===== src/rtl/kecd_pkg.sv =====
`default_nettype none
// ----------------------------------------------------------------------------
// kecd_pkg
// Shared types, constants and helpers of the key event queue with chord detect.
// ----------------------------------------------------------------------------
package kecd_pkg;

	// default sizes
	localparam int FIFO_DEPTH_DEF  = 16;
	localparam int KEY_CODES_DEF   = 128;
	localparam int CHORD_SLOTS_DEF = 4;
	localparam int CHORD_KEYS_DEF  = 4;

	// fixed register layout
	localparam int SLOT_MAX  = 4;
	localparam int KEY_MAX   = 4;
	localparam int SLOT_W    = 2;
	localparam int POS_W     = 2;
	localparam int LEN_W     = 3;
	localparam int CODE_W    = 8;
	localparam int TYPE_W    = 2;
	localparam int CFG_IDX_W = 3;
	localparam int CFG_W     = 32;
	localparam int CNT_W     = 32;

	typedef enum logic [1:0] {
		KIND_PUSH  = 2'd0,
		KIND_POP   = 2'd1,
		KIND_SCAN  = 2'd2,
		KIND_QUERY = 2'd3
	} kind_t;

	localparam logic [TYPE_W-1:0] EV_PRESS   = 2'd0;
	localparam logic [TYPE_W-1:0] EV_RELEASE = 2'd1;

	localparam logic [CFG_IDX_W-1:0] REG_ENABLE  = 3'd0;
	localparam logic [CFG_IDX_W-1:0] REG_KEYS_A  = 3'd1;
	localparam logic [CFG_IDX_W-1:0] REG_KEYS_B  = 3'd2;
	localparam logic [CFG_IDX_W-1:0] REG_KEYS_C  = 3'd3;
	localparam logic [CFG_IDX_W-1:0] REG_KEYS_D  = 3'd4;
	localparam logic [CFG_IDX_W-1:0] REG_LENGTHS = 3'd5;

	// control from the sequencer to the chord unit
	typedef struct packed {
		logic              rearm;
		logic [CODE_W-1:0] rearm_key;
		logic [SLOT_W-1:0] look_slot;
		logic [POS_W-1:0]  look_pos;
		logic              scan_clear;
		logic              chk;
		logic [SLOT_W-1:0] chk_slot;
		logic [POS_W-1:0]  chk_pos;
		logic              chk_held;
		logic              commit;
	} chord_ctl_t;

	// code 0 and codes at or above the map size are never held
	function automatic logic key_ok(input logic [CODE_W-1:0] k, input int codes);
		return (k != '0) && ({1'b0, k} < (CODE_W+1)'(codes));
	endfunction

endpackage
`default_nettype wire


===== src/rtl/key_event_queue_with_chord_detect_core.sv =====
`default_nettype none
// ----------------------------------------------------------------------------
// key_event_queue_with_chord_detect_core
// Keyboard event queue with a held-key map and chord slot detection.
// ----------------------------------------------------------------------------
// The block takes one request transaction at a time (push, pop, scan or
// query) and returns exactly one result transaction for each. Events live in
// a FIFO_DEPTH-entry synchronous memory and the held-key map in a
// KEY_CODES-entry one-bit synchronous memory, each with one registered read
// port. A push, pop or query goes from acceptance to the done state, which
// loads the result register; a scan first passes through the scan state,
// which looks up every slot key in the held map through its single read
// port, one lookup per cycle, and the wait state before the done state. A
// finished result sits in an output register, so the next request is
// accepted while it waits; that request then holds until the waiting result
// is taken. After reset the held map is cleared with a pass over all
// KEY_CODES entries during which no request is accepted; configuration
// writes are taken at any time (cfg_ready is always high) but must only be
// issued while the block is idle. Writing chord_enable clears every slot's
// fired flag. Key codes of 0 or at or above KEY_CODES are queued but never
// counted as held.
// ----------------------------------------------------------------------------
module key_event_queue_with_chord_detect_core
	import kecd_pkg::*;
#(
	parameter int FIFO_DEPTH  = FIFO_DEPTH_DEF,
	parameter int KEY_CODES   = KEY_CODES_DEF,
	parameter int CHORD_SLOTS = CHORD_SLOTS_DEF,
	parameter int CHORD_KEYS  = CHORD_KEYS_DEF,
	localparam int CW = $clog2(FIFO_DEPTH + 1)
) (
	input  wire logic                 clk,
	input  wire logic                 arst_n,
	// request channel
	input  wire logic                 in_valid,
	output      logic                 in_ready,
	input  wire logic [1:0]           kind,
	input  wire logic [TYPE_W-1:0]    event_type,
	input  wire logic [CODE_W-1:0]    key,
	// result channel
	output      logic                 out_valid,
	input  wire logic                 out_ready,
	output      logic                 ok,
	output      logic [TYPE_W-1:0]    out_event_type,
	output      logic [CODE_W-1:0]    out_key,
	output      logic                 key_held,
	output      logic [SLOT_MAX-1:0]  fired_mask,
	output      logic [CW-1:0]        pending,
	output      logic [CNT_W-1:0]     dropped_total,
	output      logic [CNT_W-1:0]     pushed_total,
	output      logic [CNT_W-1:0]     popped_total,
	// configuration channel
	input  wire logic                 cfg_valid,
	output      logic                 cfg_ready,
	input  wire logic [CFG_IDX_W-1:0] cfg_index,
	input  wire logic [CFG_W-1:0]     cfg_data
);

	localparam int AW = (FIFO_DEPTH > 1) ? $clog2(FIFO_DEPTH) : 1;
	localparam int PW = AW + 1;
	localparam int HW = (KEY_CODES > 1) ? $clog2(KEY_CODES) : 1;
	localparam logic [PW-1:0]     PTR_LAST  = PW'(2 * FIFO_DEPTH - 1);
	localparam logic [PW-1:0]     PTR_HALF  = PW'(FIFO_DEPTH);
	localparam logic [PW:0]       PTR_MOD   = (PW+1)'(2 * FIFO_DEPTH);
	localparam logic [CW-1:0]     DEPTH_CNT = CW'(FIFO_DEPTH);
	localparam logic [HW-1:0]     CLR_LAST  = HW'(KEY_CODES - 1);
	localparam logic [SLOT_W-1:0] SLOT_LAST = SLOT_W'(CHORD_SLOTS - 1);
	localparam logic [POS_W-1:0]  POS_LAST  = POS_W'(CHORD_KEYS - 1);

	typedef enum logic [4:0] {
		ST_CLEAR = 5'b00001,
		ST_IDLE  = 5'b00010,
		ST_SCAN  = 5'b00100,
		ST_WAIT  = 5'b01000,
		ST_DONE  = 5'b10000
	} state_t;

	state_t st_q, st_d;

	// latched request
	kind_t             kind_q;
	logic [TYPE_W-1:0] etype_q;
	logic [CODE_W-1:0] key_q;

	// queue and counters
	logic [PW-1:0]     wr_ptr_q, rd_ptr_q;
	logic [CNT_W-1:0]  drop_cnt_q, push_cnt_q, pop_cnt_q;
	logic [HW-1:0]     clr_cnt_q;
	logic [SLOT_W-1:0] scan_slot_q;
	logic [POS_W-1:0]  scan_pos_q;

	// scan lookup pipeline
	logic              chk_s1;
	logic [SLOT_W-1:0] chk_slot_s1;
	logic [POS_W-1:0]  chk_pos_s1;
	logic              chk_kv_s1;

	// result register
	logic              out_valid_q;
	logic              ok_q, held_q;
	logic [TYPE_W-1:0] otype_q;
	logic [CODE_W-1:0] okey_q;
	logic [SLOT_MAX-1:0] fired_q;
	logic [CW-1:0]     pend_q;

	logic              in_acc, finish, last_look;
	kind_t             in_kind;
	logic [PW:0]       pend_full;
	logic [CW-1:0]     pend_cur, pend_after;
	logic              fifo_full, fifo_empty;
	logic [AW-1:0]     wr_idx, rd_idx;
	logic [PW-1:0]     wr_off, rd_off;
	logic              push_ok, pop_ok, q_key_ok;

	logic              fifo_we, fifo_re;
	logic [TYPE_W+CODE_W-1:0] fifo_rdata;
	logic              held_we, held_wdata, held_re, held_rdata;
	logic [HW-1:0]     held_waddr, held_raddr;

	chord_ctl_t        cctl;
	logic [CODE_W-1:0] look_key;
	logic [SLOT_MAX-1:0] fired_now;

	assign in_kind   = kind_t'(kind);
	assign in_ready  = (st_q == ST_IDLE);
	assign in_acc    = in_valid && in_ready;
	assign cfg_ready = 1'b1;
	assign finish    = (st_q == ST_DONE) && (!out_valid_q || out_ready);
	assign last_look = (scan_slot_q == SLOT_LAST) && (scan_pos_q == POS_LAST);

	// occupancy from the wrap-around pointers
	assign pend_full  = (wr_ptr_q >= rd_ptr_q) ? ({1'b0, wr_ptr_q} - {1'b0, rd_ptr_q})
	                                           : ({1'b0, wr_ptr_q} + PTR_MOD - {1'b0, rd_ptr_q});
	assign pend_cur   = pend_full[CW-1:0];
	assign fifo_full  = (pend_cur >= DEPTH_CNT);
	assign fifo_empty = (pend_cur == '0);
	assign wr_off     = wr_ptr_q - PTR_HALF;
	assign rd_off     = rd_ptr_q - PTR_HALF;
	assign wr_idx     = (wr_ptr_q < PTR_HALF) ? wr_ptr_q[AW-1:0] : wr_off[AW-1:0];
	assign rd_idx     = (rd_ptr_q < PTR_HALF) ? rd_ptr_q[AW-1:0] : rd_off[AW-1:0];

	assign push_ok    = (kind_q == KIND_PUSH) && !fifo_full;
	assign pop_ok     = (kind_q == KIND_POP) && !fifo_empty;
	assign q_key_ok   = key_ok(key_q, KEY_CODES);
	assign pend_after = push_ok ? pend_cur + CW'(1) : (pop_ok ? pend_cur - CW'(1) : pend_cur);

	// sequencer
	always_comb begin
		st_d = st_q;
		case (st_q)
			ST_CLEAR: if (clr_cnt_q == CLR_LAST) st_d = ST_IDLE;
			ST_IDLE: begin
				if (in_acc) st_d = (in_kind == KIND_SCAN) ? ST_SCAN : ST_DONE;
			end
			ST_SCAN:  if (last_look) st_d = ST_WAIT;
			ST_WAIT:  st_d = ST_DONE;
			ST_DONE:  if (finish) st_d = ST_IDLE;
			default:  st_d = ST_CLEAR;
		endcase
	end

	always_ff @(posedge clk or negedge arst_n) begin
		if (!arst_n) begin
			st_q        <= ST_CLEAR;
			clr_cnt_q   <= '0;
			scan_slot_q <= '0;
			scan_pos_q  <= '0;
			chk_s1      <= 1'b0;
		end else begin
			st_q   <= st_d;
			chk_s1 <= (st_q == ST_SCAN);
			if (st_q == ST_CLEAR) begin
				clr_cnt_q <= clr_cnt_q + HW'(1);
			end
			// walk slot keys in order, one held-map lookup per cycle
			if (in_acc) begin
				scan_slot_q <= '0;
				scan_pos_q  <= '0;
			end else if (st_q == ST_SCAN) begin
				if (scan_pos_q == POS_LAST) begin
					scan_pos_q  <= '0;
					scan_slot_q <= scan_slot_q + SLOT_W'(1);
				end else begin
					scan_pos_q <= scan_pos_q + POS_W'(1);
				end
			end
		end
	end

	// lookup tag is registered so it lines up with the memory read data
	always_ff @(posedge clk) begin
		chk_slot_s1 <= scan_slot_q;
		chk_pos_s1  <= scan_pos_q;
		chk_kv_s1   <= key_ok(look_key, KEY_CODES);
	end

	// latched request payload
	always_ff @(posedge clk) begin
		if (in_acc) begin
			kind_q  <= in_kind;
			etype_q <= event_type;
			key_q   <= key;
		end
	end

	// pointers and totals move only when a transaction finishes
	always_ff @(posedge clk or negedge arst_n) begin
		if (!arst_n) begin
			wr_ptr_q   <= '0;
			rd_ptr_q   <= '0;
			drop_cnt_q <= '0;
			push_cnt_q <= '0;
			pop_cnt_q  <= '0;
		end else if (finish) begin
			if (push_ok) begin
				wr_ptr_q   <= (wr_ptr_q == PTR_LAST) ? '0 : wr_ptr_q + PW'(1);
				push_cnt_q <= push_cnt_q + CNT_W'(1);
			end else if (kind_q == KIND_PUSH) begin
				drop_cnt_q <= drop_cnt_q + CNT_W'(1);
			end
			if (pop_ok) begin
				rd_ptr_q  <= (rd_ptr_q == PTR_LAST) ? '0 : rd_ptr_q + PW'(1);
				pop_cnt_q <= pop_cnt_q + CNT_W'(1);
			end
		end
	end

	// event memory: write on a finishing push, read as soon as a pop arrives
	assign fifo_we = finish && push_ok;
	assign fifo_re = in_acc && (in_kind == KIND_POP);

	kecd_fifo_mem #(
		.FIFO_DEPTH (FIFO_DEPTH)
	) u_fifo_mem (
		.clk     (clk),
		.wr_en   (fifo_we),
		.wr_addr (wr_idx),
		.wr_data ({etype_q, key_q}),
		.rd_en   (fifo_re),
		.rd_addr (rd_idx),
		.rd_data (fifo_rdata)
	);

	// held map: clearing pass, then press/release writes; reads for query or scan.
	// nothing reads while a write is pending since one request runs at a time
	always_comb begin
		held_we    = 1'b0;
		held_waddr = clr_cnt_q;
		held_wdata = 1'b0;
		if (st_q == ST_CLEAR) begin
			held_we = 1'b1;
		end else if (finish && (kind_q == KIND_PUSH) && q_key_ok
		             && ((etype_q == EV_PRESS) || (etype_q == EV_RELEASE))) begin
			held_we    = 1'b1;
			held_waddr = key_q[HW-1:0];
			held_wdata = (etype_q == EV_PRESS);
		end
	end

	assign held_re    = (in_acc && (in_kind == KIND_QUERY)) || (st_q == ST_SCAN);
	assign held_raddr = (st_q == ST_SCAN) ? look_key[HW-1:0] : key[HW-1:0];

	kecd_held_mem #(
		.KEY_CODES (KEY_CODES)
	) u_held_mem (
		.clk     (clk),
		.wr_en   (held_we),
		.wr_addr (held_waddr),
		.wr_data (held_wdata),
		.rd_en   (held_re),
		.rd_addr (held_raddr),
		.rd_data (held_rdata)
	);

	// chord unit control
	always_comb begin
		cctl            = '0;
		cctl.rearm      = finish && (kind_q == KIND_PUSH) && q_key_ok && (etype_q == EV_RELEASE);
		cctl.rearm_key  = key_q;
		cctl.look_slot  = scan_slot_q;
		cctl.look_pos   = scan_pos_q;
		cctl.scan_clear = in_acc && (in_kind == KIND_SCAN);
		cctl.chk        = chk_s1;
		cctl.chk_slot   = chk_slot_s1;
		cctl.chk_pos    = chk_pos_s1;
		cctl.chk_held   = chk_kv_s1 && held_rdata;
		cctl.commit     = finish && (kind_q == KIND_SCAN);
	end

	kecd_chord #(
		.CHORD_SLOTS (CHORD_SLOTS),
		.CHORD_KEYS  (CHORD_KEYS)
	) u_chord (
		.clk       (clk),
		.arst_n    (arst_n),
		.cfg_we    (cfg_valid && cfg_ready),
		.cfg_index (cfg_index),
		.cfg_data  (cfg_data),
		.ctl       (cctl),
		.look_key  (look_key),
		.fired_now (fired_now)
	);

	// result register
	always_ff @(posedge clk or negedge arst_n) begin
		if (!arst_n) begin
			out_valid_q <= 1'b0;
		end else if (finish) begin
			out_valid_q <= 1'b1;
		end else if (out_ready) begin
			out_valid_q <= 1'b0;
		end
	end

	always_ff @(posedge clk) begin
		if (finish) begin
			ok_q    <= push_ok || pop_ok;
			otype_q <= pop_ok ? fifo_rdata[TYPE_W+CODE_W-1:CODE_W] : '0;
			okey_q  <= pop_ok ? fifo_rdata[CODE_W-1:0] : '0;
			held_q  <= (kind_q == KIND_QUERY) && q_key_ok && held_rdata;
			fired_q <= (kind_q == KIND_SCAN) ? fired_now : '0;
			pend_q  <= pend_after;
		end
	end

	assign out_valid      = out_valid_q;
	assign ok             = ok_q;
	assign out_event_type = otype_q;
	assign out_key        = okey_q;
	assign key_held       = held_q;
	assign fired_mask     = fired_q;
	assign pending        = pend_q;
	assign dropped_total  = drop_cnt_q;
	assign pushed_total   = push_cnt_q;
	assign popped_total   = pop_cnt_q;

	// queue occupancy never exceeds its depth
	a_pend_bound: assert property (@(posedge clk) disable iff (!arst_n)
		pend_cur <= DEPTH_CNT)
		else $error("queue occupancy above depth");

	// one request at a time: no acceptance right after an acceptance
	a_one_at_a_time: assert property (@(posedge clk) disable iff (!arst_n)
		in_acc |=> !in_ready)
		else $error("request accepted while another is in flight");

	// a new result only appears after the sequencer finishes
	a_result_source: assert property (@(posedge clk) disable iff (!arst_n)
		$rose(out_valid) |-> $past(st_q == ST_DONE))
		else $error("result without a finished transaction");

	// fired mask is only reported for scans
	a_fired_scan_only: assert property (@(posedge clk) disable iff (!arst_n)
		(finish && (kind_q != KIND_SCAN)) |=> (fired_mask == '0))
		else $error("fired mask set on a non-scan transaction");

endmodule
`default_nettype wire


===== src/rtl/kecd_fifo_mem.sv =====
`default_nettype none
// ----------------------------------------------------------------------------
// kecd_fifo_mem
// Event storage of the queue: one write port, one registered read port.
// ----------------------------------------------------------------------------
module kecd_fifo_mem
	import kecd_pkg::*;
#(
	parameter int FIFO_DEPTH = FIFO_DEPTH_DEF,
	localparam int AW = (FIFO_DEPTH > 1) ? $clog2(FIFO_DEPTH) : 1,
	localparam int DW = TYPE_W + CODE_W
) (
	input  wire logic          clk,
	input  wire logic          wr_en,
	input  wire logic [AW-1:0] wr_addr,
	input  wire logic [DW-1:0] wr_data,
	input  wire logic          rd_en,
	input  wire logic [AW-1:0] rd_addr,
	output      logic [DW-1:0] rd_data
);

	logic [DW-1:0] mem [FIFO_DEPTH];

	always_ff @(posedge clk) begin
		if (wr_en) begin
			mem[wr_addr] <= wr_data;
		end
	end

	always_ff @(posedge clk) begin
		if (rd_en) begin
			rd_data <= mem[rd_addr];
		end
	end

endmodule
`default_nettype wire


===== src/rtl/kecd_held_mem.sv =====
`default_nettype none
// ----------------------------------------------------------------------------
// kecd_held_mem
// Held-key bit map: one bit per key code, one write port, registered read.
// ----------------------------------------------------------------------------
module kecd_held_mem
	import kecd_pkg::*;
#(
	parameter int KEY_CODES = KEY_CODES_DEF,
	localparam int HW = (KEY_CODES > 1) ? $clog2(KEY_CODES) : 1
) (
	input  wire logic          clk,
	input  wire logic          wr_en,
	input  wire logic [HW-1:0] wr_addr,
	input  wire logic          wr_data,
	input  wire logic          rd_en,
	input  wire logic [HW-1:0] rd_addr,
	output      logic          rd_data
);

	logic mem [KEY_CODES];

	always_ff @(posedge clk) begin
		if (wr_en) begin
			mem[wr_addr] <= wr_data;
		end
	end

	always_ff @(posedge clk) begin
		if (rd_en) begin
			rd_data <= mem[rd_addr];
		end
	end

endmodule
`default_nettype wire


===== src/rtl/kecd_chord.sv =====
`default_nettype none
// ----------------------------------------------------------------------------
// kecd_chord
// Chord slot registers, fired flags, re-arm on release and scan accumulation.
// ----------------------------------------------------------------------------
module kecd_chord
	import kecd_pkg::*;
#(
	parameter int CHORD_SLOTS = CHORD_SLOTS_DEF,
	parameter int CHORD_KEYS  = CHORD_KEYS_DEF
) (
	input  wire logic                 clk,
	input  wire logic                 arst_n,
	input  wire logic                 cfg_we,
	input  wire logic [CFG_IDX_W-1:0] cfg_index,
	input  wire logic [CFG_W-1:0]     cfg_data,
	input  wire chord_ctl_t           ctl,
	output      logic [CODE_W-1:0]    look_key,
	output      logic [SLOT_MAX-1:0]  fired_now
);

	logic [SLOT_MAX-1:0]            enable_q;
	logic [KEY_MAX*CODE_W-1:0]      keys_q [SLOT_MAX];
	logic [SLOT_MAX*LEN_W-1:0]      lengths_q;
	logic [SLOT_MAX-1:0]            fired_q;
	logic [SLOT_MAX-1:0]            all_q;
	logic [SLOT_MAX-1:0]            active;
	logic [SLOT_MAX-1:0]            rearm_hit;
	logic [LEN_W-1:0]               len [SLOT_MAX];

	always_comb begin
		for (int s = 0; s < SLOT_MAX; s++) begin
			len[s]       = lengths_q[s*LEN_W +: LEN_W];
			active[s]    = (s < CHORD_SLOTS) && enable_q[s] && (len[s] != '0)
			               && (len[s] <= LEN_W'(CHORD_KEYS));
			rearm_hit[s] = 1'b0;
			for (int j = 0; j < KEY_MAX; j++) begin
				if ((LEN_W'(j) < len[s]) && (keys_q[s][j*CODE_W +: CODE_W] == ctl.rearm_key)) begin
					rearm_hit[s] = 1'b1;
				end
			end
		end
	end

	assign look_key  = keys_q[ctl.look_slot][ctl.look_pos*CODE_W +: CODE_W];
	assign fired_now = active & ~fired_q & all_q;

	// configuration registers
	always_ff @(posedge clk or negedge arst_n) begin
		if (!arst_n) begin
			enable_q  <= '0;
			lengths_q <= '0;
			for (int s = 0; s < SLOT_MAX; s++) begin
				keys_q[s] <= '0;
			end
		end else if (cfg_we) begin
			case (cfg_index)
				REG_ENABLE:  enable_q  <= cfg_data[SLOT_MAX-1:0];
				REG_KEYS_A:  keys_q[0] <= cfg_data;
				REG_KEYS_B:  keys_q[1] <= cfg_data;
				REG_KEYS_C:  keys_q[2] <= cfg_data;
				REG_KEYS_D:  keys_q[3] <= cfg_data;
				REG_LENGTHS: lengths_q <= cfg_data[SLOT_MAX*LEN_W-1:0];
				default: ;
			endcase
		end
	end

	// fired flags and per-slot all-held accumulator
	always_ff @(posedge clk or negedge arst_n) begin
		if (!arst_n) begin
			fired_q <= '0;
			all_q   <= '1;
		end else begin
			if (cfg_we && (cfg_index == REG_ENABLE)) begin
				fired_q <= '0;
			end else if (ctl.rearm) begin
				fired_q <= fired_q & ~(active & rearm_hit);
			end else if (ctl.commit) begin
				fired_q <= fired_q | fired_now;
			end
			if (ctl.scan_clear) begin
				all_q <= '1;
			end else if (ctl.chk && (LEN_W'(ctl.chk_pos) < len[ctl.chk_slot])
			             && !ctl.chk_held) begin
				all_q[ctl.chk_slot] <= 1'b0;
			end
		end
	end

endmodule
`default_nettype wire


===== config.mk =====
export PLATFORM = sky130hd
export DESIGN_NAME = key_event_queue_with_chord_detect_core
export DESIGN_NICKNAME = d
export VERILOG_FILES = /design/src/rtl/kecd_pkg.sv /design/src/rtl/key_event_queue_with_chord_detect_core.sv /design/src/rtl/kecd_fifo_mem.sv /design/src/rtl/kecd_held_mem.sv /design/src/rtl/kecd_chord.sv
export SDC_FILE = /design/constraint.sdc
export NUM_CORES = 1
export LEC_CHECK = 0
export ABC_AREA = 1
export BUFFER_PORTS_ARGS = -buffer_cell sky130_fd_sc_hd__clkbuf_2
export CORE_UTILIZATION = 61
export CTS_CLUSTER_DIAMETER = 100
export DETAILED_ROUTE_END_ITERATION = 12
export PLACE_DENSITY = 0.8
export SLEW_MARGIN = 5
export SYNTH_ARGS = -nofsm -noshare
export SYNTH_HDL_FRONTEND = slang
export SYNTH_SLANG_ARGS = --single-unit
export TNS_END_PERCENT = 30

===== constraint.sdc =====
create_clock -name clk -period 7.2 [get_ports clk]
set_input_delay 1.44 -clock clk [delete_from_list [all_inputs] [get_ports clk]]
set_output_delay 1.44 -clock clk [all_outputs]
set_load 0.005 [all_outputs]

==> out/metrics.yaml, run 1 <==
yosys_warnings: 0
drc_errors: 0
coreArea_sq_um: 47750
first_global_vias: 22920
numPortBuffers: 170
drive_gt1_frac: 0.1121
start_util: 0.6193
status: "completed"
critical_path.endpoint_type: "register"
dieWidth_um: 222.2
maxCapViolations: 0
wirelength_mm: 81.09
cts_tree: "built"
post_synth_num_cell_types: 66
power_density_nw_per_um2: 293.2
fin_crit_ns: 5.269
drv_slew: 0
fmax_ghz: 0.1898
synthFlopType: "edfxtp_1"
ys_seq_area_frac: 0.5743
worst_pin_slew_ns: 1.268
final_cell_mix: "nand2_1 (601), nor2_1 (369), edfxtp_1 (332)"
clkTransAtPathRegs_ns: 0.06
cp-start-kind: "register"
hpwlAfterDp_mm: 52.30
clock_skew_ns: 0.04073
post-route-util: 0.6900
num_rows: 80
grt_pass1_wl_mm: 126.7
clk_path_buf_depth: 3
reg2reg_depth: 10
clock_latency_ns: 0.65
setup_viol: 0
nNetsFinal: 3369
via_per_inst: 6.057
synth_fp_nets: 3250
antenna_left: 0
p_leak_nw: 14.21
grt_max_degree: 159
post_cts_buffers: 0
synth_edf_count: 332
cts-root-buf: "clkbuf_16"
cp.required_ns: 7.53
cts_hold_buf: 0
grt_antenna_before_repair: 1
numCtsBuffers: 60
place_congestion: 0.9517
wl_per_cell_um: 20.47
ctsResizeCount: 0
avgSynthCellArea_sq_um: 9.314
fill_cells: 3627
synthArstFlopShare: 0.4502
setup_tns_ns: 0
max-vdd-ir-drop_mv: 0.2452
dieArea_sq_um: 49360
hold_path.class: "reg -> reg"
drt_iter0_drc: 2794
ys_seq_elements: 613
die-height_um: 222.2
finalCritPeriodShare: 0.7318
critical_path_class: "reg -> reg"
syn_area_sq_um: 29570
grt_use_total: 0.3285
mostFrequentLayoutCell: "nand2_1"
synthCells: 3175
io_pins: 172
slew_headroom: 0.1515
hold_ws_ns: 0.4848
drt-pass1-iter-count: 5
path_max_fanout: 26
hold_viol: 0
overflow: 0
worstPathArrival_ns: 5.60
htreeDepth: 2
areaGrowthSynthToFinish_pct: 11.42
hold-path-cell-count: 1
cts.sinks: 613
num_vias: 24000
rsz0062_at_grt: "no"
## worst max-delay path, stage by stage, from the launching register on
cell and delay (ns):
edfxtp_1 0.98, inv_2 0.47, nand3_1 0.17, nor3_1 0.06
a31oi_1 0.21, inv_1 0.10, nor2_1 0.10, nand2_1 0.22
o21ai_0 1.04, nand4_1 1.17, nor2_1 0.41
## flip-flops by register name (all words and copies together) (netlist names), 4 cells and up
name                flops
u_fifo_mem.mem        160
u_chord.keys_q        128
u_held_mem.mem        128
dropped_total          32
popped_total           32
pushed_total           32
u_chord.lengths_q      12
u_fifo_mem.rd_data     10
key_q                   8
out_key                 8
clr_cnt_q               7
pending                 5
rd_ptr_q                5
st_q                    5
wr_ptr_q                5
fired_mask              4
u_chord.all_q           4
u_chord.enable_q        4
u_chord.fired_q         4
## cell type report
type / count / area, sq um / area share
tap: 615 / 769.5 / 0.02336
clock buffer: 75 / 1619 / 0.04914
clock inverter: 39 / 459.2 / 0.01394
inverter: 343 / 1287 / 0.03908
antenna: 1 / 2.502 / 0.00007595
multi-input combinational: 2080 / 10760 / 0.3264
sequential: 613 / 16990 / 0.5155
timing repair buffer: 196 / 1069 / 0.03243
## per-stage QoR
step | std cells | cell area (sq um) | worst slack (ns) | power, mW
floorplan | 3175 | 29570 | 1.266 | 5.662
global placement | 3847 | 30860 | 2.185 | 6.277
detailed placement | 3847 | 30860 | 1.932 | 6.362
CTS | 3961 | 32940 | 2.182 | 9.607
global route | 3962 | 32950 | 1.682 | 10.04
finish | 3962 | 32950 | 1.931 | 9.659
## synth_stat cells (32+ instances only)
| library cell | instances | area, sq um |
|---|---|---|
| nand2_1 | 605 | 2271 |
| nor2_1 | 370 | 1389 |
| edfxtp_1 | 332 | 9970 |
| inv_1 | 329 | 1235 |
| o21ai_0 | 319 | 1597 |
| dfrtp_1 | 271 | 6782 |
| nand3_1 | 246 | 1231 |
| xor2_1 | 90 | 788.3 |
| clkbuf_1 | 89 | 334.1 |
| xnor2_1 | 58 | 508.0 |
| o22ai_1 | 51 | 319.1 |
| nor3_1 | 46 | 230.2 |
| a21oi_1 | 45 | 225.2 |
| nand4_1 | 37 | 231.5 |
| buf_2 | 32 | 160.2 |
## report_power, final
group,switching (mW),internal [mW],total [mW]
sequential,0.297,3.96,4.26
combinational,1.49,0.625,2.12
clock,1.39,1.89,3.28
total,3.18,6.48,9.66
## kinds of logic (layout without fill, tap and decap cells)
logic type	after synthesis	after routing	synth area share
simple gates	1398	1398	0.2085
fa+ha+maj	23	23	0.009986
mux	1	1	0.0003808
buf+inv	482	653	0.06321
compound gates	506	506	0.09804
other cells	1	2	0.0001268
xor+xnor	151	151	0.04549
flops	613	613	0.5743
## metal layers
| metal | GRT usage | wire, um |
|---|---|---|
| met1 | 0.4428 | 31670 |
| met4 | 0.1351 | 3190 |
| met5 | 0 | 0 |
| met3 | 0.05924 | 7719 |
| met2 | 0.5287 | 38500 |
## path summary, 6_finish.rpt
path	start	to	slack, ns
min in group asynchronous	arst_n	u_chord.keys_q[13]$_DFFE_PN0P_	0.88
worst max-delay path	key_q[1]$_DFFE_PP_	u_held_mem.mem[115]$_DFFE_PP_	1.93
worst min-delay path	dropped_total[31]$_DFFE_PN0P_	dropped_total[31]$_DFFE_PN0P_	0.48
max in group asynchronous	arst_n	pushed_total[11]$_DFFE_PN0P_	4.84
worst min register to register	dropped_total[31]$_DFFE_PN0P_	dropped_total[31]$_DFFE_PN0P_	0.48
worst max register to register	key_q[1]$_DFFE_PP_	u_held_mem.mem[115]$_DFFE_PP_	1.93
(Power assumes the default switching activity.)
==> run 2: changes to the inputs <==
ABC_AREA = 0   (was 1)
CORE_UTILIZATION = 55   (was 61)
PLACE_DENSITY = 0.76   (was 0.8)
clock period = 4.8 ns   (was 7.2 ns; I/O delays follow)
==> run 2 against run 1 <==
Via count is 24% lower. Combinational power is 7% higher. Routed wire length is 13% lower. Critical path depth stayed put. First-iteration DRC count is 43% lower. Setup slack worse by 1.1 ns. Register-to-register slack worse by 1.1 ns. Area after synthesis is 3.8% lower. Clock skew is 0.015 ns lower. Sequential cell count stayed put. Clock power is 60% higher. Cell count is 25% lower.
==> out/metrics.yaml, run 2 <==
grt_pass1_wl_mm: 108.8
largest_reg_flops: 160
num_vias: 18170
r2r-end: "u_fifo_mem.mem[15][6]$_DFFE_PP_"
yosysTopAreaCell: "edfxtp_1"
path_depth: 10
cts_tree: "built"
clock_skew_ns: 0.02557
slowest_stage: "nor2_1"
cp.required_ns: 5.02
maxCapViolations: 0
wl_per_cell_um: 23.60
first_global_vias: 18280
met2_length_mm: 34.25
ys_seq_elements: 613
pwr-share-seq: 0.460
max-vdd-ir-drop_mv: 0.3340
cts_hold_buf: 0
p_int_mw: 10.14
power_density_nw_per_um2: 433.8
final_cell_mix: "edfxtp_1 (332), dfrtp_1 (269), nor2_1 (200)"
synthTopCellsByArea: "edfxtp_1 (35%), dfrtp_1 (24%), mux2_2 (6.7%), mux4_2 (6.7%), xnor2_1 (3.6%)"
status: "completed"
timing.critical_path.cells: "inv_1 -> ha_1 -> inv_1 -> fa_1 -> a21o_1 -> a21oi_1 -> xnor2_1 -> nor2b_1 -> nand2_1 -> nor2_1"
yosys_warnings: 0
numPortBuffers: 170
worstPathArrival_ns: 4.15
cp-start-kind: "register"
setup_viol: 0
top_layer: "met4"
wl_met3_mm: 5.057
p_leak_nw: 12.55
worst_pin_slew_ns: 1.174
grt_max_degree: 110
wirelength_mm: 70.44
r2r_start: "wr_ptr_q[0]$_DFFE_PN0P_"
clock_latency_ns: 0.60
critical_path_class: "reg -> reg"
drc_errors: 0
via_per_inst: 6.089
crit_start: "wr_ptr_q[0]$_DFFE_PN0P_"
cts-root-buf: "clkbuf_16"
antenna_left: 0
cts.sinks: 613
fmax_ghz: 0.2541
start_util: 0.5622
swShare: 0.2727
crit_top_cell: "inv_1"
total_power_mw: 13.95
reg2reg_depth: 10
overflow: 0
post_synth_num_cell_types: 82
synth_top_area_share: 0.3506
critical_path.endpoint_type: "register"
top_register: "u_fifo_mem.mem"
synth.most_common_cell: "edfxtp_1"
place_congestion: 0.9362
fin_crit_ns: 3.935
drv_slew: 0
coreArea_sq_um: 50580
die-height_um: 229.4
ys_seq_area_frac: 0.5972
io_pins: 172
clockPowerShare: 0.377
fill_cells: 3677
nNetsFinal: 2334
clk_path_buf_depth: 3
synth_edf_count: 332
place_inst: 2863
syn_area_sq_um: 28440
crit_family: "simple AND/OR/NAND/NOR gates"
synthFlopType: "edfxtp_1"
synthArstFlopShare: 0.4502
hpwlAfterDp_mm: 46.23
dieWidth_um: 229.4
avgSynthCellArea_sq_um: 13.52
reg_top3: "u_fifo_mem.mem: 160 flops, u_chord.keys_q: 128 flops, u_held_mem.mem: 128 flops"
ctsResizeCount: 0
path_max_fanout: 10
crit_path_end: "u_fifo_mem.mem[15][6]$_DFFE_PP_"
num_rows: 82
power.switching_mw: 3.803
drt-pass1-iter-count: 5
setup_tns_ns: 0
finalNonFillerCells: 2984
finalCritPeriodShare: 0.8197
rsz0062_at_grt: "no"
crit_buf_inv: 2
grt_use_total: 0.2722
drive_gt1_frac: 0.2618
areaGrowthSynthToFinish_pct: 13.08
synth_fp_nets: 2179
cpPeakStageDelay_ns: 0.94
hold_path.class: "in -> async"
combPwrFrac: 0.163
wirelength_met1_mm: 28.73
grt_antenna_before_repair: 2
drt_iter0_drc: 1590
dieArea_sq_um: 52620
synthCells: 2104
htreeDepth: 3
mostFrequentLayoutCell: "edfxtp_1"
post_cts_buffers: 0
numCtsBuffers: 66
ys_top_cells_by_count: "edfxtp_1 (332), dfrtp_1 (271), nor2_1 (201)"
hold_viol: 0
slew_headroom: 0.2145
clkTransAtPathRegs_ns: 0.06
reg2reg_setup_slack_ns: 0.87
run 2: changes by cell type in the layout (fill, tap and decap cells not counted), moves of 60 or more:
| cell | change |
|---|---|
| o21ai_0 | -283 |
| mux4_2 | +85 |
| inv_1 | -291 |
| nand2_1 | -489 |
| nand3_1 | -177 |
| xnor2_1 | +60 |
| nor2_1 | -169 |
| mux2_2 | +169 |
run 2: layer usage:
metal,global-route usage,vias up
li1,-,7996
met1,0.3606,9223
met2,0.4465,791
met3,0.05652,160
met4,0.09625,0
met5,0,-
run 2: layout make-up:
class / count / area, sq um / area share
repair buffers: 205 / 1136 / 0.03533
clock buffers: 90 / 1854 / 0.05767
inverters: 40 / 152.6 / 0.004747
clock inverters: 30 / 386.6 / 0.01202
multi-input cells: 1333 / 10800 / 0.3358
diodes: 1 / 2.502 / 0.00007782
well taps: 672 / 840.8 / 0.02615
flip-flops and latches: 613 / 16990 / 0.5282
run 2: power groups by stage:
stage	sequential [mW]	combinational, mW	clock, mW
after global placement	6.49	2.18	0
after floorplan	6.31	1.69	0
after CTS	6.40	2.26	5.33
after detailed placement	6.50	2.25	0
final	6.42	2.27	5.26
after global routing	6.45	2.45	5.51
run 2: stage by stage:
stage	hold WS, ns	util	instance area [sq um]	setup slack (ns)
after floorplan	0.3684	-	28440	0.6667
after global placement	0.4559	0.5914	29910	1.044
after detailed placement	0.4636	0.5914	29910	0.8908
after CTS	0.3987	0.6357	32150	0.8578
after global routing	0.4362	0.6357	32150	0.6131
final	0.3967	0.6357	32160	0.8653
run 2: worst min-delay path by stage:
| stage | startpoint | to | slack [ns] | depth (start not counted) |
|---|---|---|---|---|
| finish | arst_n | u_chord.fired_q[1]$_DFFE_PN0P_ | 0.40 | 1 |
| global route | arst_n | u_chord.fired_q[1]$_DFFE_PN0P_ | 0.44 | 1 |
| CTS | arst_n | u_chord.keys_q[42]$_DFFE_PN0P_ | 0.40 | 1 |
| detailed placement | popped_total[31]$_DFFE_PN0P_ | popped_total[31]$_DFFE_PN0P_ | 0.46 | 1 |
| global placement | popped_total[31]$_DFFE_PN0P_ | popped_total[31]$_DFFE_PN0P_ | 0.46 | 1 |
| floorplan | scan_slot_q[0]$_DFFE_PN0P_ | chk_slot_s1[0]$_DFF_P_ | 0.37 | 0 |
run 2: logic make-up (layout without fill, tap and decap cells):
| logic type | count (synthesis) | after routing | synth area share |
|---|---|---|---|
| and+or+nand+nor | 618 | 618 | 0.1065 |
| DFF | 613 | 613 | 0.5972 |
| muxes | 302 | 302 | 0.1514 |
| xor gates and xnor gates | 236 | 236 | 0.07269 |
| buffers and inverters | 158 | 365 | 0.02481 |
| AOI/OAI and AO/OA | 153 | 153 | 0.03696 |
| adders and majority gates | 23 | 23 | 0.01038 |
| other | 1 | 2 | 0.0001319 |
==> run 3: changes to the inputs <==
ABC_AREA = 1   (was 0)
CORE_UTILIZATION = 61   (was 55)
PLACE_DENSITY = 0.8   (was 0.76)
clock period = 3.8 ns   (was 4.8 ns; I/O delays follow)
==> run 3 against run 2 <==
Global-route usage increased by 6.1 points. Maximum frequency increased by 14%. Cell count increased by 34%. Largest cell class unchanged. Non-clock buffer count increased by 38. Critical path type unchanged. Sequential power increased by 25%.
==> out/metrics.yaml, run 3 (synthesis results as in run 1) <==
cts_hold_buf: 0
critical_path.endpoint_type: "register"
io_pins: 172
worst_pin_slew_ns: 1.216
hold_path.class: "in -> async"
drv_slew: 0
clkTransAtPathRegs_ns: 0.07
rsz0062_at_grt: "no"
start_util: 0.6193
grt_max_degree: 129
r2r-end: "u_fifo_mem.mem[7][8]$_DFFE_PP_"
cts-root-buf: "clkbuf_16"
cpPeakStageDelay_ns: 0.85
critical_path_class: "reg -> reg"
dieWidth_um: 222.2
wirelength_mm: 81.90
max-vdd-ir-drop_mv: 0.4325
final_cell_mix: "nand2_1 (602), nor2_1 (369), edfxtp_1 (332)"
top_register: "u_fifo_mem.mem"
overflow: 0
htreeDepth: 2
drive_gt1_frac: 0.1241
hpwlAfterDp_mm: 54.16
reg_top3: "u_fifo_mem.mem: 160 flops, u_chord.keys_q: 128 flops, u_held_mem.mem: 128 flops"
antenna_left: 0
ctsResizeCount: 0
clk_path_buf_depth: 3
power_density_nw_per_um2: 554.0
num_rows: 80
numCtsBuffers: 60
drt-pass1-iter-count: 7
grt_pass1_wl_mm: 129.6
nNetsFinal: 3416
finalNonFillerCells: 4008
areaGrowthSynthToFinish_pct: 12.87
crit_path_end: "u_fifo_mem.mem[7][8]$_DFFE_PP_"
placed_cell_area_sq_um: 31290
cts.sinks: 613
drc_errors: 0
path_max_fanout: 10
cp-start-kind: "register"
die-height_um: 222.2
cts_tree: "built"
setup_viol: 0
fmax_ghz: 0.2885
slowest_stage: "nor2_1"
hold_viol: 0
crit_start: "wr_ptr_q[0]$_DFFE_PN0P_"
finalCritPeriodShare: 0.9121
drt_iter0_drc: 3473
num_vias: 24440
setup_tns_ns: 0
clock_skew_ns: 0.03377
largest_reg_flops: 160
timing.critical_path.cells: "inv_1 -> ha_1 -> inv_1 -> fa_1 -> nand3_1 -> nand2_1 -> xnor2_2 -> nand2_2 -> nor2_4 -> nand2_1 -> nor2_1"
maxCapViolations: 0
via_per_inst: 6.099
place_inst: 3894
mostFrequentLayoutCell: "nand2_1"
worstPathArrival_ns: 3.69
reg2reg_setup_slack_ns: 0.33
fin_crit_ns: 3.466
place_congestion: 0.9794
cp.required_ns: 4.03
status: "completed"
post_cts_buffers: 0
clock_latency_ns: 0.64
total_power_mw: 18.49
grt_use_total: 0.3337
finalInstanceArea_sq_um: 33380
first_global_vias: 23800
slew_headroom: 0.1863
r2r_start: "wr_ptr_q[0]$_DFFE_PN0P_"
reg2reg_depth: 11
numPortBuffers: 170
p_leak_nw: 14.46
wl_per_cell_um: 20.44
coreArea_sq_um: 47750
dieArea_sq_um: 49360
grt_antenna_before_repair: 1
==> run 3: changes by cell type in the layout (fill, tap and decap cells not counted), moves of 60 or more <==
cell and delta:
nand3_1 +177, inv_1 +291, mux2_2 -169, mux4_2 -85, xnor2_1 -60, nor2_1 +169
nand2_1 +490, o21ai_0 +283
==> run 3: where the power goes <==
part | internal, mW | leakage (nW) | switching, mW | total, mW
clock network | 3.64 | 1.00 | 2.61 | 6.25
logic | 1.32 | 6.70 | 2.89 | 4.21
registers | 7.51 | 6.76 | 0.514 | 8.02
==> run 3: critical path, delay by kind of cell, from the launching register on <==
| family | cells | cell delay [ns] |
|---|---|---|
| AND/OR/NAND/NOR | 6 | 1.58 |
| flip-flops | 1 | 0.41 |
| buffers and inverters | 2 | 0.22 |
| XOR/XNOR | 1 | 0.32 |
| adder cells (fa/ha/maj) | 2 | 0.56 |
==> run 3: worst min path at each step <==
| stage | startpoint | slack [ns] | end | depth (start not counted) |
|---|---|---|---|---|
| finish | arst_n | 0.13 | u_chord.keys_q[44]$_DFFE_PN0P_ | 1 |
| global route | arst_n | 0.18 | u_chord.keys_q[79]$_DFFE_PN0P_ | 1 |
| CTS | arst_n | 0.16 | u_chord.keys_q[13]$_DFFE_PN0P_ | 1 |
| detailed placement | u_chord.all_q[3]$_DFFE_PN1P_ | 0.47 | u_chord.all_q[3]$_DFFE_PN1P_ | 2 |
| global placement | dropped_total[31]$_DFFE_PN0P_ | 0.46 | dropped_total[31]$_DFFE_PN0P_ | 1 |
| floorplan | scan_pos_q[0]$_DFFE_PN0P_ | 0.37 | chk_pos_s1[0]$_DFF_P_ | 0 |
==> run 3: final cells by class <==
| type | count | area [sq um] |
|---|---|---|
| Antenna cell | 1 | 2.502 |
| Clock buffer | 81 | 1705 |
| Clock inverter | 32 | 381.6 |
| Fill cell | 3477 | 14370 |
| Inverter | 343 | 1287 |
| Multi-Input combinational cell | 2080 | 10750 |
| Sequential cell | 613 | 16990 |
| Tap cell | 615 | 769.5 |
| Timing Repair Buffer | 243 | 1496 |
==> run 3: stage by stage <==
stage | utilization | hold WS [ns] | setup WS [ns]
CTS | 0.6990 | 0.1600 | 0.3864
global placement | 0.6553 | 0.4588 | 0.6137
global route | 0.6990 | 0.1818 | 0.1031
detailed placement | 0.6553 | 0.4709 | 0.4406
finish | 0.6990 | 0.1312 | 0.3341
floorplan | - | 0.3684 | 0.6035
==> run 3: layer usage <==
layer  global-route usage  part of all wire  vias to the layer above
li1                     -                 -                    11000
met1               0.4416              0.38                    11690
met2               0.5416              0.47                     1461
met3              0.05964             0.099                      293
met4               0.1492             0.045                        0
met5                    0                 0                        -
